[src/hdl/gamepad_state_and_keystroke_unit_assert.svh]
// Assertion macros for the gamepad state and keystroke unit.
`ifndef GAMEPAD_STATE_AND_KEYSTROKE_UNIT_ASSERT_SVH
`define GAMEPAD_STATE_AND_KEYSTROKE_UNIT_ASSERT_SVH

`ifndef NO_ASSERTIONS

// cons must hold in the same cycle as ante
`define GPSK_ASSERT_IMP(label, clk, rst, ante, cons, msg) \
  label: assert property (@(posedge clk) disable iff (rst) (ante) |-> (cons)) \
    else $error(msg);

// cons must hold in the cycle after ante
`define GPSK_ASSERT_NEXT(label, clk, rst, ante, cons, msg) \
  label: assert property (@(posedge clk) disable iff (rst) (ante) |=> (cons)) \
    else $error(msg);

`else

`define GPSK_ASSERT_IMP(label, clk, rst, ante, cons, msg)
`define GPSK_ASSERT_NEXT(label, clk, rst, ante, cons, msg)

`endif

`endif

[src/hdl/gpsk_pkg.sv]
// Shared types, codes and helper functions of the gamepad state and keystroke unit.
package gpsk_pkg;

  localparam int KEYS  = 24;
  localparam int KEY_W = 5;
  localparam int LVL_W = 16;
  localparam int NUM_BUTTONS = 14;

  // actions
  localparam logic [2:0] ACT_KEY    = 3'd0;
  localparam logic [2:0] ACT_STATE  = 3'd1;
  localparam logic [2:0] ACT_STROKE = 3'd2;
  localparam logic [2:0] ACT_ATTACH = 3'd3;
  localparam logic [2:0] ACT_DETACH = 3'd4;

  // status codes
  localparam logic [1:0] ST_OK     = 2'd0;
  localparam logic [1:0] ST_ABSENT = 2'd1;
  localparam logic [1:0] ST_EMPTY  = 2'd2;

  // key indices
  localparam logic [KEY_W-1:0] KEY_FIRST = 5'd0;
  localparam logic [KEY_W-1:0] KEY_LTRIG = 5'd14;
  localparam logic [KEY_W-1:0] KEY_RTRIG = 5'd15;
  localparam logic [KEY_W-1:0] KEY_LAST  = 5'd23;

  localparam logic [15:0] BUTTON_MAP [NUM_BUTTONS] = '{
    16'h0004, 16'h0001, 16'h0008, 16'h0002, 16'h1000, 16'h2000, 16'h4000,
    16'h8000, 16'h0020, 16'h0010, 16'h0100, 16'h0200, 16'h0040, 16'h0080
  };

  localparam logic [7:0] TRIG_FULL = 8'hFF;

  // result beat, first field in the highest bits
  typedef struct packed {
    logic [2:0]        stroke_flags;
    logic [KEY_W-1:0]  stroke_key;
    logic signed [15:0] right_y;
    logic signed [15:0] right_x;
    logic signed [15:0] left_y;
    logic signed [15:0] left_x;
    logic [7:0]        right_trig;
    logic [7:0]        left_trig;
    logic [15:0]       button_bits;
    logic [31:0]       packet_count;
  } result_t;

  // one key level handed to the accumulator
  typedef struct packed {
    logic             vld;
    logic [KEY_W-1:0] key;
    logic [LVL_W-1:0] level;
  } lvl_step_t;

  typedef struct packed {
    logic [7:0]         left_trig;
    logic [7:0]         right_trig;
    logic signed [15:0] left_x;
    logic signed [15:0] left_y;
    logic signed [15:0] right_x;
    logic signed [15:0] right_y;
  } lvl_sum_t;

  function automatic logic [15:0] pack_buttons(input logic [NUM_BUTTONS-1:0] p);
    logic [15:0] b;
    b = '0;
    for (int i = 0; i < NUM_BUTTONS; i++) begin
      if (p[i]) b = b | BUTTON_MAP[i];
    end
    return b;
  endfunction

  // slot * KEYS as shifts
  function automatic logic [7:0] slot_base(input logic [2:0] s);
    return 8'({s, 4'b0000}) + 8'({s, 3'b000});
  endfunction

endpackage

[src/hdl/gpsk_level_acc.sv]
// Trigger and thumb-axis accumulator, fed one pressed key level per cycle.
module gpsk_level_acc (
  input  logic                 clk,
  input  logic                 clr,
  input  gpsk_pkg::lvl_step_t  step,
  output gpsk_pkg::lvl_sum_t   sum
);

  logic [7:0]  left_trig;
  logic [7:0]  right_trig;
  logic [15:0] axis [4];
  logic [1:0]  axis_sel;
  logic [7:0]  trig;

  // keys 16..23 run lx, ly, lx, ly, rx, ry, rx, ry
  assign axis_sel = {step.key[2], step.key[0]};

  // negative or above 255 saturates
  assign trig = (step.level[15] || (step.level[14:8] != '0)) ? gpsk_pkg::TRIG_FULL
                                                            : step.level[7:0];

  always_ff @(posedge clk) begin
    if (clr) begin
      left_trig  <= '0;
      right_trig <= '0;
      for (int a = 0; a < 4; a++) axis[a] <= '0;
    end else if (step.vld) begin
      case (step.key)
        gpsk_pkg::KEY_LTRIG: left_trig  <= trig;
        gpsk_pkg::KEY_RTRIG: right_trig <= trig;
        default: begin
          if (step.key > gpsk_pkg::KEY_RTRIG) axis[axis_sel] <= step.level;
        end
      endcase
    end
  end

  assign sum.left_trig  = left_trig;
  assign sum.right_trig = right_trig;
  assign sum.left_x     = axis[0];
  assign sum.left_y     = axis[1];
  assign sum.right_x    = axis[2];
  assign sum.right_y    = axis[3];

endmodule

[src/hdl/gamepad_state_and_keystroke_unit.sv]
// Top level of the gamepad state and keystroke unit.
//
// Emulated gamepads, one per slot below DEVICES. Key events, attach and detach produce no
// result beat. For a state poll the sequencer walks the ten analog keys (triggers and thumb
// axes) through the key level memory, one key per cycle, feeding one shared saturate/select
// unit, then passes S_DRAIN and S_DONE, where the result is loaded. A keystroke poll scans
// the pending flags one key per cycle from the lowest key upward and stops at the first
// pending key. Polls on absent slots go straight to S_DONE. The input is ready again in the
// cycle after a result is loaded. The result sits in an output register, so the next item is
// taken while it waits; the block stalls only when a new result is ready and the previous one
// has not been taken.
module gamepad_state_and_keystroke_unit #(
  parameter int DEVICES = 4
) (
  input  logic         clk,
  input  logic         rst,
  input  logic         s_tvalid,
  output logic         s_tready,
  // slot[2:0], key_number[7:3], key_down[8], key_value[24:9], zeros above
  input  logic [31:0]  s_tdata,
  // action[2:0]
  input  logic [2:0]   s_tuser,
  output logic         m_tvalid,
  input  logic         m_tready,
  // packet_count[31:0], button_bits[47:32], left_trig[55:48], right_trig[63:56],
  // left_x[79:64], left_y[95:80], right_x[111:96], right_y[127:112],
  // stroke_key[132:128], stroke_flags[135:133]
  output logic [$bits(gpsk_pkg::result_t)-1:0] m_tdata,
  // status[1:0]
  output logic [1:0]   m_tuser
);

  localparam int SLOT_W = (DEVICES > 1) ? $clog2(DEVICES) : 1;
  localparam int DEPTH  = DEVICES * gpsk_pkg::KEYS;
  localparam int ADDR_W = $clog2(DEPTH);

  typedef enum logic [4:0] {
    S_IDLE  = 5'b00001,
    S_WALK  = 5'b00010,
    S_DRAIN = 5'b00100,
    S_SCAN  = 5'b01000,
    S_DONE  = 5'b10000
  } state_t;

  state_t state;

  logic [2:0]                     in_action;
  logic [2:0]                     in_slot;
  logic [gpsk_pkg::KEY_W-1:0]     in_key;
  logic                           in_down;
  logic [gpsk_pkg::LVL_W-1:0]     in_level;
  logic                           accept;
  logic                           slot_in_range;
  logic                           slot_ok;
  logic                           key_ok;
  logic [SLOT_W-1:0]              sidx;
  logic [ADDR_W-1:0]              waddr;
  logic                           lvl_we;

  logic                           present      [DEVICES];
  logic [gpsk_pkg::KEYS-1:0]      pressed      [DEVICES];
  logic [gpsk_pkg::KEYS-1:0]      prior        [DEVICES];
  logic [gpsk_pkg::KEYS-1:0]      pending      [DEVICES];
  logic [31:0]                    poll_cnt     [DEVICES];
  logic [gpsk_pkg::LVL_W-1:0]     lvl_mem      [DEPTH];

  logic [SLOT_W-1:0]              cur_sidx;
  logic [ADDR_W-1:0]              cur_base;
  logic [gpsk_pkg::KEY_W-1:0]     wkey;
  logic [gpsk_pkg::KEY_W-1:0]     rd_key;
  logic                           rd_vld;
  logic [gpsk_pkg::LVL_W-1:0]     rd_lvl;
  logic                           scan_hit;
  logic                           cur_down;
  logic                           pre_down;
  logic [2:0]                     flags;
  logic                           out_free;

  gpsk_pkg::result_t              res;
  gpsk_pkg::result_t              res_load;
  logic [1:0]                     res_status;
  gpsk_pkg::result_t              out_word;
  gpsk_pkg::result_t              m_res;
  gpsk_pkg::lvl_step_t            acc_step;
  gpsk_pkg::lvl_sum_t             acc_sum;

  assign in_action = s_tuser;
  assign in_slot   = s_tdata[2:0];
  assign in_key    = s_tdata[7:3];
  assign in_down   = s_tdata[8];
  assign in_level  = s_tdata[24:9];

  assign s_tready = (state == S_IDLE);
  assign accept   = s_tvalid && s_tready;
  assign out_free = !m_tvalid || m_tready;

  assign slot_in_range = int'(in_slot) < DEVICES;
  assign sidx          = in_slot[SLOT_W-1:0];
  assign slot_ok       = slot_in_range && present[sidx];
  assign key_ok        = in_key <= gpsk_pkg::KEY_LAST;
  assign waddr         = ADDR_W'(gpsk_pkg::slot_base(in_slot) + 8'(in_key));
  assign lvl_we        = accept && (in_action == gpsk_pkg::ACT_KEY) && slot_ok && key_ok;

  assign scan_hit = pending[cur_sidx][wkey];
  assign cur_down = pressed[cur_sidx][wkey];
  assign pre_down = prior[cur_sidx][wkey];
  assign flags    = {cur_down == pre_down, !cur_down, cur_down};

  // key level memory
  always_ff @(posedge clk) begin
    if (lvl_we) lvl_mem[waddr] <= in_level;
    rd_lvl <= lvl_mem[cur_base + ADDR_W'(wkey)];
  end

  assign acc_step.vld   = rd_vld;
  assign acc_step.key   = rd_key;
  assign acc_step.level = rd_lvl;

  gpsk_level_acc u_acc (
    .clk  (clk),
    .clr  (accept),
    .step (acc_step),
    .sum  (acc_sum)
  );

  // control and per-slot key state
  always_ff @(posedge clk) begin
    if (rst) begin
      state    <= S_IDLE;
      m_tvalid <= 1'b0;
      rd_vld   <= 1'b0;
      wkey     <= gpsk_pkg::KEY_FIRST;
      for (int d = 0; d < DEVICES; d++) begin
        present[d]  <= 1'b0;
        pressed[d]  <= '0;
        prior[d]    <= '0;
        pending[d]  <= '0;
        poll_cnt[d] <= '0;
      end
    end else begin
      // only pressed keys reach the accumulator
      rd_vld <= (state == S_WALK) && cur_down;
      if (m_tvalid && m_tready && state != S_DONE) m_tvalid <= 1'b0;
      case (state)
        S_IDLE: begin
          if (accept) begin
            case (in_action)
              gpsk_pkg::ACT_KEY: begin
                if (slot_ok && key_ok) begin
                  prior[sidx][in_key]   <= pressed[sidx][in_key];
                  pressed[sidx][in_key] <= in_down;
                  if (pressed[sidx][in_key] != in_down) pending[sidx][in_key] <= 1'b1;
                end
              end
              gpsk_pkg::ACT_STATE: begin
                if (slot_ok) begin
                  poll_cnt[sidx] <= poll_cnt[sidx] + 32'd1;
                  wkey           <= gpsk_pkg::KEY_LTRIG;
                  state          <= S_WALK;
                end else begin
                  state <= S_DONE;
                end
              end
              gpsk_pkg::ACT_STROKE: begin
                if (slot_ok) begin
                  wkey  <= gpsk_pkg::KEY_FIRST;
                  state <= S_SCAN;
                end else begin
                  state <= S_DONE;
                end
              end
              gpsk_pkg::ACT_ATTACH: begin
                if (slot_in_range) begin
                  present[sidx] <= 1'b1;
                  pressed[sidx] <= '0;
                  prior[sidx]   <= '0;
                  pending[sidx] <= '0;
                end
              end
              gpsk_pkg::ACT_DETACH: begin
                if (slot_ok) begin
                  present[sidx] <= 1'b0;
                  pressed[sidx] <= '0;
                  prior[sidx]   <= '0;
                  pending[sidx] <= '0;
                end
              end
              default: ;
            endcase
          end
        end
        S_WALK: begin
          if (wkey == gpsk_pkg::KEY_LAST) state <= S_DRAIN;
          else wkey <= wkey + 5'd1;
        end
        S_DRAIN: state <= S_DONE;
        S_SCAN: begin
          if (scan_hit) begin
            pending[cur_sidx][wkey] <= 1'b0;
            state <= S_DONE;
          end else if (wkey == gpsk_pkg::KEY_LAST) begin
            state <= S_DONE;
          end else begin
            wkey <= wkey + 5'd1;
          end
        end
        S_DONE: begin
          if (out_free) begin
            m_tvalid <= 1'b1;
            state    <= S_IDLE;
          end
        end
        default: state <= S_IDLE;
      endcase
    end
  end

  // payload captured when an item is taken
  always_comb begin
    res_load = '0;
    if (in_action == gpsk_pkg::ACT_STATE && slot_ok) begin
      res_load.packet_count = poll_cnt[sidx] + 32'd1;
      res_load.button_bits  = gpsk_pkg::pack_buttons(pressed[sidx][gpsk_pkg::NUM_BUTTONS-1:0]);
    end
  end

  // result payload
  always_ff @(posedge clk) begin
    rd_key <= wkey;
    if (accept) begin
      cur_sidx   <= sidx;
      cur_base   <= ADDR_W'(gpsk_pkg::slot_base(in_slot));
      res_status <= slot_ok ? gpsk_pkg::ST_OK : gpsk_pkg::ST_ABSENT;
      res        <= res_load;
    end
    if (state == S_SCAN) begin
      if (scan_hit) begin
        {res.stroke_flags, res.stroke_key} <= {flags, wkey};
      end else if (wkey == gpsk_pkg::KEY_LAST) begin
        res_status <= gpsk_pkg::ST_EMPTY;
      end
    end
    if (state == S_DONE && out_free) begin
      m_tdata <= out_word;
      m_tuser <= res_status;
    end
  end

  // accumulator is cleared on every accepted item, so it reads zero outside state polls
  always_comb begin
    out_word            = res;
    out_word.left_trig  = acc_sum.left_trig;
    out_word.right_trig = acc_sum.right_trig;
    out_word.left_x     = acc_sum.left_x;
    out_word.left_y     = acc_sum.left_y;
    out_word.right_x    = acc_sum.right_x;
    out_word.right_y    = acc_sum.right_y;
  end

  assign m_res = m_tdata;

`include "gamepad_state_and_keystroke_unit_assert.svh"

  `GPSK_ASSERT_IMP(a_walk_range, clk, rst, state == S_WALK, wkey >= gpsk_pkg::KEY_LTRIG && wkey <= gpsk_pkg::KEY_LAST, "walk left the analog keys")
  `GPSK_ASSERT_NEXT(a_poll_busy, clk, rst, accept && slot_ok && (in_action == gpsk_pkg::ACT_STATE || in_action == gpsk_pkg::ACT_STROKE), state == S_WALK || state == S_SCAN, "poll on present slot did not start")
  `GPSK_ASSERT_NEXT(a_done_loads, clk, rst, state == S_DONE && out_free, m_tvalid && state == S_IDLE, "finished result not presented")
  `GPSK_ASSERT_IMP(a_stroke_flags, clk, rst, m_tvalid, !(m_res.stroke_flags[0] && m_res.stroke_flags[1]), "keystroke both down and up")

endmodule
[config.mk]
export PLATFORM = sky130hd
export DESIGN_NAME = gamepad_state_and_keystroke_unit
export DESIGN_NICKNAME = d
export VERILOG_FILES = /design/src/hdl/gpsk_pkg.sv /design/src/hdl/gpsk_level_acc.sv /design/src/hdl/gamepad_state_and_keystroke_unit.sv
export VERILOG_INCLUDE_DIRS = /design/src /design/src/hdl
export SDC_FILE = /design/constraint.sdc
export NUM_CORES = 2
export LEC_CHECK = 0
export BUFFER_PORTS_ARGS = -buffer_cell sky130_fd_sc_hd__buf_2
export CORE_MARGIN = 5
export CORE_UTILIZATION = 45
export DETAILED_ROUTE_END_ITERATION = 12
export SLEW_MARGIN = 20
export SYNTH_ARGS = -nofsm -noshare
export SYNTH_HDL_FRONTEND = slang
export SYNTH_SLANG_ARGS = --single-unit
export TNS_END_PERCENT = 5
[constraint.sdc]
create_clock -name clk -period 10.3 [get_ports clk]
set_input_delay 1.03 -clock clk [delete_from_list [all_inputs] [get_ports clk]]
set_output_delay 1.03 -clock clk [all_outputs]
set_load 0.1 [all_outputs]
## After elaboration in Yosys (flattened, before gate mapping)

Memories as Yosys holds them, arrays and structs flattened. A register that Yosys moved wholly into a read port is not among the register bits.
Cells that the tools add are included.

| word-level totals | value |
|---|---|
| logic and storage cells | 504 |
| input bits | 39 |
| flip-flop bits (word level) | 238 |
| memories | 7 |
| memory bits (writable) | 2020 |

Memories:

| name | words | bits a word | rd ports | clocked after memory_dff | write ports | line | text |
|---|---|---|---|---|---|---|---|
| lvl_mem | 96 | 16 | 1 | 1 | 1 | gamepad_state_and_keystroke_unit.sv:65 | `logic [gpsk_pkg::LVL_W-1:0] lvl_mem [DEPTH];` |
| poll_cnt | 4 | 32 | 1 | 0 | 4 | gamepad_state_and_keystroke_unit.sv:64 | `logic [31:0] poll_cnt [DEVICES];` |
| pending | 4 | 24 | 1 | 1 | 4 | gamepad_state_and_keystroke_unit.sv:63 | `logic [gpsk_pkg::KEYS-1:0] pending [DEVICES];` |
| pressed | 4 | 24 | 2 | 1 | 4 | gamepad_state_and_keystroke_unit.sv:61 | `logic [gpsk_pkg::KEYS-1:0] pressed [DEVICES];` |
| prior | 4 | 24 | 1 | 1 | 4 | gamepad_state_and_keystroke_unit.sv:62 | `logic [gpsk_pkg::KEYS-1:0] prior [DEVICES];` |
| u_acc.axis | 4 | 16 | 4 | 4 | 4 | gpsk_level_acc.sv:11 | `logic [15:0] axis [4];` |
| +1 memories | -- | -- | -- | -- | -- | -- |  |

| cells by class | value |
|---|---|
| muxes and demuxes | 269 |
| $lt $le $gt $ge | 7 |
| bitwise logic cells | 145 |
| reductions and logical operators | 32 |
| equal/unequal tests | 23 |
| $add $sub $neg | 5 |

Operator list:

| kind | number |
|---|---|
| 24-bit 2-to-1 mux | 11 |
| 1-bit 2-to-1 mux | 202 |
| 1-bit bitwise OR | 145 |
| 136-bit 2-to-1 mux | 1 |
| 24-bit OR reduction | 4 |
| 5-bit 2-to-1 mux | 13 |
| 48-bit 2-to-1 mux | 1 |
| 32-bit by 1-bit adder with 32-bit output, second input constant | 1 |
| 16-bit 2-to-1 mux | 2 |
| 32-bit 2-to-1 mux | 1 |
| 8-bit 2-to-1 mux | 4 |
| 32-bit OR reduction | 1 |
| 2-bit 2-to-1 mux | 15 |
| 5-bit one-hot mux with 5 select lines | 1 |
| 1-bit binary-select mux with 5-bit select | 4 |
| 5-bit one-hot mux with 2 select lines | 2 |
| 16-bit OR reduction | 1 |
| 5-bit by 4-bit == test with 1-bit output, second input constant | 3 |
| 15-bit 2-to-1 mux | 1 |
| 5-bit one-hot mux with 3 select lines | 1 |
| 7-bit by 5-bit adder with 7-bit output | 2 |
| 14-bit 2-to-1 mux | 1 |
| 1-bit logical AND | 13 |
| 13-bit 2-to-1 mux | 1 |
| other kinds (38) | 50 |

## Longest topological paths before layout

An unclocked memory read counts as a cell.

| logic depth | value |
|---|---|
| depth after elaboration | 19 |
| depth in mapped cells | 15 |

## By module

A second synthesis with hierarchy kept.

| second synthesis, totals | value |
|---|---|
| cells, all modules | 4673 |
| area total of the unflattened synthesis | 91178.7 µm² |

Modules (own cells, without submodules):

| module | cells each | area an instance (µm²) | instances |
|---|---|---|---|
| gamepad_state_and_keystroke_unit | 4456 | 88084.5 | 1 |
| gpsk_level_acc | 217 | 3094.2 | 1 |

## Worst setup path before layout

Ideal clock, no wire load.

| timing path | value |
|---|---|
| kind | input-to-reg |
| start | input port m_tready |
| end | register m_tdata[0] in the netlist's numbering, enable pin |
| data arrival time | 7.149 ns |
| path slack | 2.504 ns |
| stages | 2 |
| data required time | 9.653 ns |
| path through | nand2b_1 -> nor2b_1 |

| on the way | value |
|---|---|
| longest elaborated chain between the ends | 2 |

RTL lines:

| element | line | text |
|---|---|---|
| from (decl) | gamepad_state_and_keystroke_unit.sv:24 | `input logic m_tready,` |
| 1-bit logical OR | gamepad_state_and_keystroke_unit.sv:95 | `assign out_free = !m_tvalid \|\| m_tready;` |
| 1-bit logical AND | gamepad_state_and_keystroke_unit.sv:243 | `if (state == S_DONE && out_free) begin` |
| to (signal assigned) | gamepad_state_and_keystroke_unit.sv:244 | `m_tdata <= out_word;` |
| to (decl) | gamepad_state_and_keystroke_unit.sv:28 | `output logic [$bits(gpsk_pkg::result_t)-1:0] m_tdata,` |

Every way passes these cells.
A chain may end at the register's enable or synchronous reset.

==> impl_metrics.py <==
metrics = {
    "run": {
        "maxCapViolCount": 0,
    },
    "logic_synthesis": {
        "ys_async_sr_fraction": 0,
        "synth.area.top_cells": "edfxtp_1, mux4_2, nor2_1, dfxtp_1, clkbuf_1",
        "yosysSeqAreaShare": 0.742,
        "ys_top_cells_by_count": "edfxtp_1, mux4_2, nor2_1",
        "syn_area_um2": 90900,
        "yosys_warnings": 0,
        "syn_inst": 4746,
        "synth_edf_count": 2207,
        "yosysMostFrequentCell": "edfxtp_1",
        "synth_seq_cells": 2268,
        "synth.top_cell.area_share": 0.729,
        "avgSynthCellArea_um2": 19.2,
        "yosysTopAreaCell": "edfxtp_1",
        "yosysUniqueCellTypes": 77,
        "ys.flop_type": "edfxtp_1",
    },
    "route": {
        "drcViolationCount": 0,
        "wl_um": 236000,
        "routed_via_density": 5.96,
        "first_pass_iters": 6,
        "ant_nets": 0,
        "drt-initial-drc-count": 6038,
        "route.vias.total": 47002,
        "routedWlPerCell_um": 29.9,
    },
    "clocking": {
        "ctsResizeCount": 0,
        "cts_tree": "built",
        "cts-root-buf": "clkbuf_16",
        "ctsHoldBuffers": 0,
        "clock_latency_ns": 0.84,
        "htree_num_levels": 4,
        "cts_inserted_buffers": 219,
        "postCtsSetupBuffers": 0,
        "path_clk_slew_ns": 0.06,
        "clock_path_buffers": 3,
        "cts.sinks": 2268,
    },
    "critical_path": {
        "end_kind": "flop",
        "crit_path_start_kind": "input port",
        "rr_worst_depth": 7,
        "cp.arrival_ns": 6.18,
        "path_max_fanout": 39,
        "required_ns": 10.84,
        "criticalPathCategory": "in2reg",
    },
    "timing": {
        "timing.final.crit_period_ns": 5.64,
        "worst_slack_ns": 4.66,
        "fin_worst_skew_ns": 0.0343,
        "slew_headroom": 0.169,
        "drv_slew": 0,
        "hold_slack_ns": 0.413,
        "worst_slew_pin_slew_ns": 1.24,
        "setup_viol": 0,
        "fin_crit_sh": 0.548,
        "finalSetupTns_ns": 0,
        "final_hold_viol_count": 0,
        "fmax_mhz": 177,
        "rsz0062_at_grt": "no",
    },
    "pwr": {
        "irDropWorstVdd_mv": 0.207,
        "p_per_area_nw_per_um2": 203,
        "total_leakage_power_nw": 32.6,
    },
    "cells_and_area": {
        "nets": 5069,
        "final_cells": 7884,
        "areaGrowthSynthToFinish_pct": 13.0,
        "fin_area_um2": 103000,
        "drive_above_1_share": 0.265,
    },
    "grt": {
        "grt.overflow.total": 0,
        "antenna_found_initial": 20,
        "grt_max_degree": 112,
        "grt_pass1_wl_um": 341000,
        "grtUsageTotal": 0.223,
        "grt_pass1_vias": 47135,
    },
    "die": {
        "start_util": 0.451,
        "io_pins": 179,
        "die_x_um": 459,
        "core_area_um2": 201000,
        "die-height_um": 459,
        "die-area_um2": 211000,
        "fp-row-count": 165,
    },
    "placement": {
        "place_area_um2": 95600,
        "portBuffers": 169,
        "dp_cells": 7465,
        "hpwlAfterDp_um": 140000,
        "pre_cts_slack_ns": 3.85,
        "gp_congestion": 0.877,
    },
    "outcome": {
        "status": "finished clean",
    },
    "hold_path": {
        "min_path_type": "reg2reg",
        "whs_path_depth": 0,
    },
}
## logic make-up (layout without fill, tap and decap cells)
| family | count (synthesis) | after routing | synth area share |
|---|---|---|---|
| flops | 2268 | 2268 | 0.742 |
| fa+ha+maj | 13 | 13 | 0.00204 |
| compound gates | 395 | 395 | 0.0275 |
| simple gates | 1034 | 1034 | 0.0497 |
| buf+inv | 311 | 771 | 0.0144 |
| mux | 687 | 687 | 0.160 |
| other cells | 1 | 7 | 0.0000413 |
| xor+xnor | 37 | 37 | 0.00356 |
## layout by cell type (no fill, tap or decap), types with 7 or more instances in the layout
cell	n
a211oi_1	20
a21o_1	47
a21oi_1	72
a22oi_1	14
a31oi_1	25
and2_1	81
and3_1	35
buf_2	153
buf_4	174
bufinv_16	17
clkbuf_1	60
clkbuf_16	223
clkinv_1	51
clkinv_2	38
dfxtp_1	56
edfxtp_1	2207
ha_1	9
inv_1	20
inv_6	7
mux2_2	11
mux2i_1	62
mux4_2	614
nand2_1	165
nand2b_1	9
nand3_1	52
nand4_1	7
nor2_1	521
nor2_2	51
nor2_4	15
nor2b_1	17
nor3_1	31
nor4_1	7
o211ai_1	8
o21a_1	16
o21ai_0	134
or2_2	8
xnor2_1	20
xor2_1	15
## metrics by stage
stage	power, mW	util
after global routing	21.5	0.510
after global placement	13.2	0.474
after CTS	21.0	0.509
after floorplan	12.1	-
after detailed placement	13.2	0.474
final	20.9	0.510
## critical path, stage by stage
cell	delay (ns)
buf_4	0.51
buf_4	0.77
nand2_1	0.52
o22ai_1	0.31
a211oi_1	0.09
a41oi_1	0.41
a311o_1	0.31
nand2_1	0.12
nand2_1	0.44
inv_1	0.51
nand2_1	0.96
a21oi_1	0.12
## flip-flops by register name, indices dropped and copies added (netlist names), named ones only
signal and flops:
out_word 54, poll_cnt 128, rd_lvl 16, rd_key 5
res_status 2, m_tvalid 1, u_acc.axis 64, m_tdata 134
pending 96, present 4, cur_sidx 2, cur_base 3
prior 96, u_acc.left_trig 8, u_acc.right_trig 8, m_tuser 2
rd_vld 1, lvl_mem 1536, pressed 96, wkey 5
state 5
## final cells by class
| type | instances | area [um2] |
|---|---|---|
| antenna | 5 | 12.5 |
| clock buffer | 289 | 5890 |
| fill | 16239 | 98800 |
| sequential | 2268 | 67500 |
| timing repair buffer | 336 | 2250 |
| multi-input combinational | 2168 | 22500 |
| inverter | 24 | 91.3 |
| clock inverter | 122 | 1110 |
| tap | 2672 | 3340 |
## where the power goes
part | switching (mW) | internal [mW]
logic | 1.55 | 0.906
clock network | 3.44 | 4.44
registers | 0.215 | 10.3
total | 5.20 | 15.7
## metal layers
| metal | vias to the layer above | part of all wire | track usage | wire, um |
|---|---|---|---|---|
| li1 | 19675 | - | - | - |
| met1 | 24841 | 0.41 | 0.319 | 97700 |
| met2 | 2084 | 0.48 | 0.357 | 114000 |
| met3 | 398 | 0.073 | 0.0349 | 17300 |
| met4 | 4 | 0.031 | 0.0650 | 7300 |
| met5 | - | 0.00014 | 0 | 32 |
## path summary, 6_finish.rpt
check                                    end        start  slack (ns)
worst max register to register    rd_lvl[12]      wkey[1]        5.28
worst min register to register    m_tdata[7]  out_word[7]        0.41
worst max-delay path            prior[2][18]   s_tdata[0]        4.66
worst min-delay path              m_tdata[7]  out_word[7]        0.41
(Power assumes the default switching activity.)
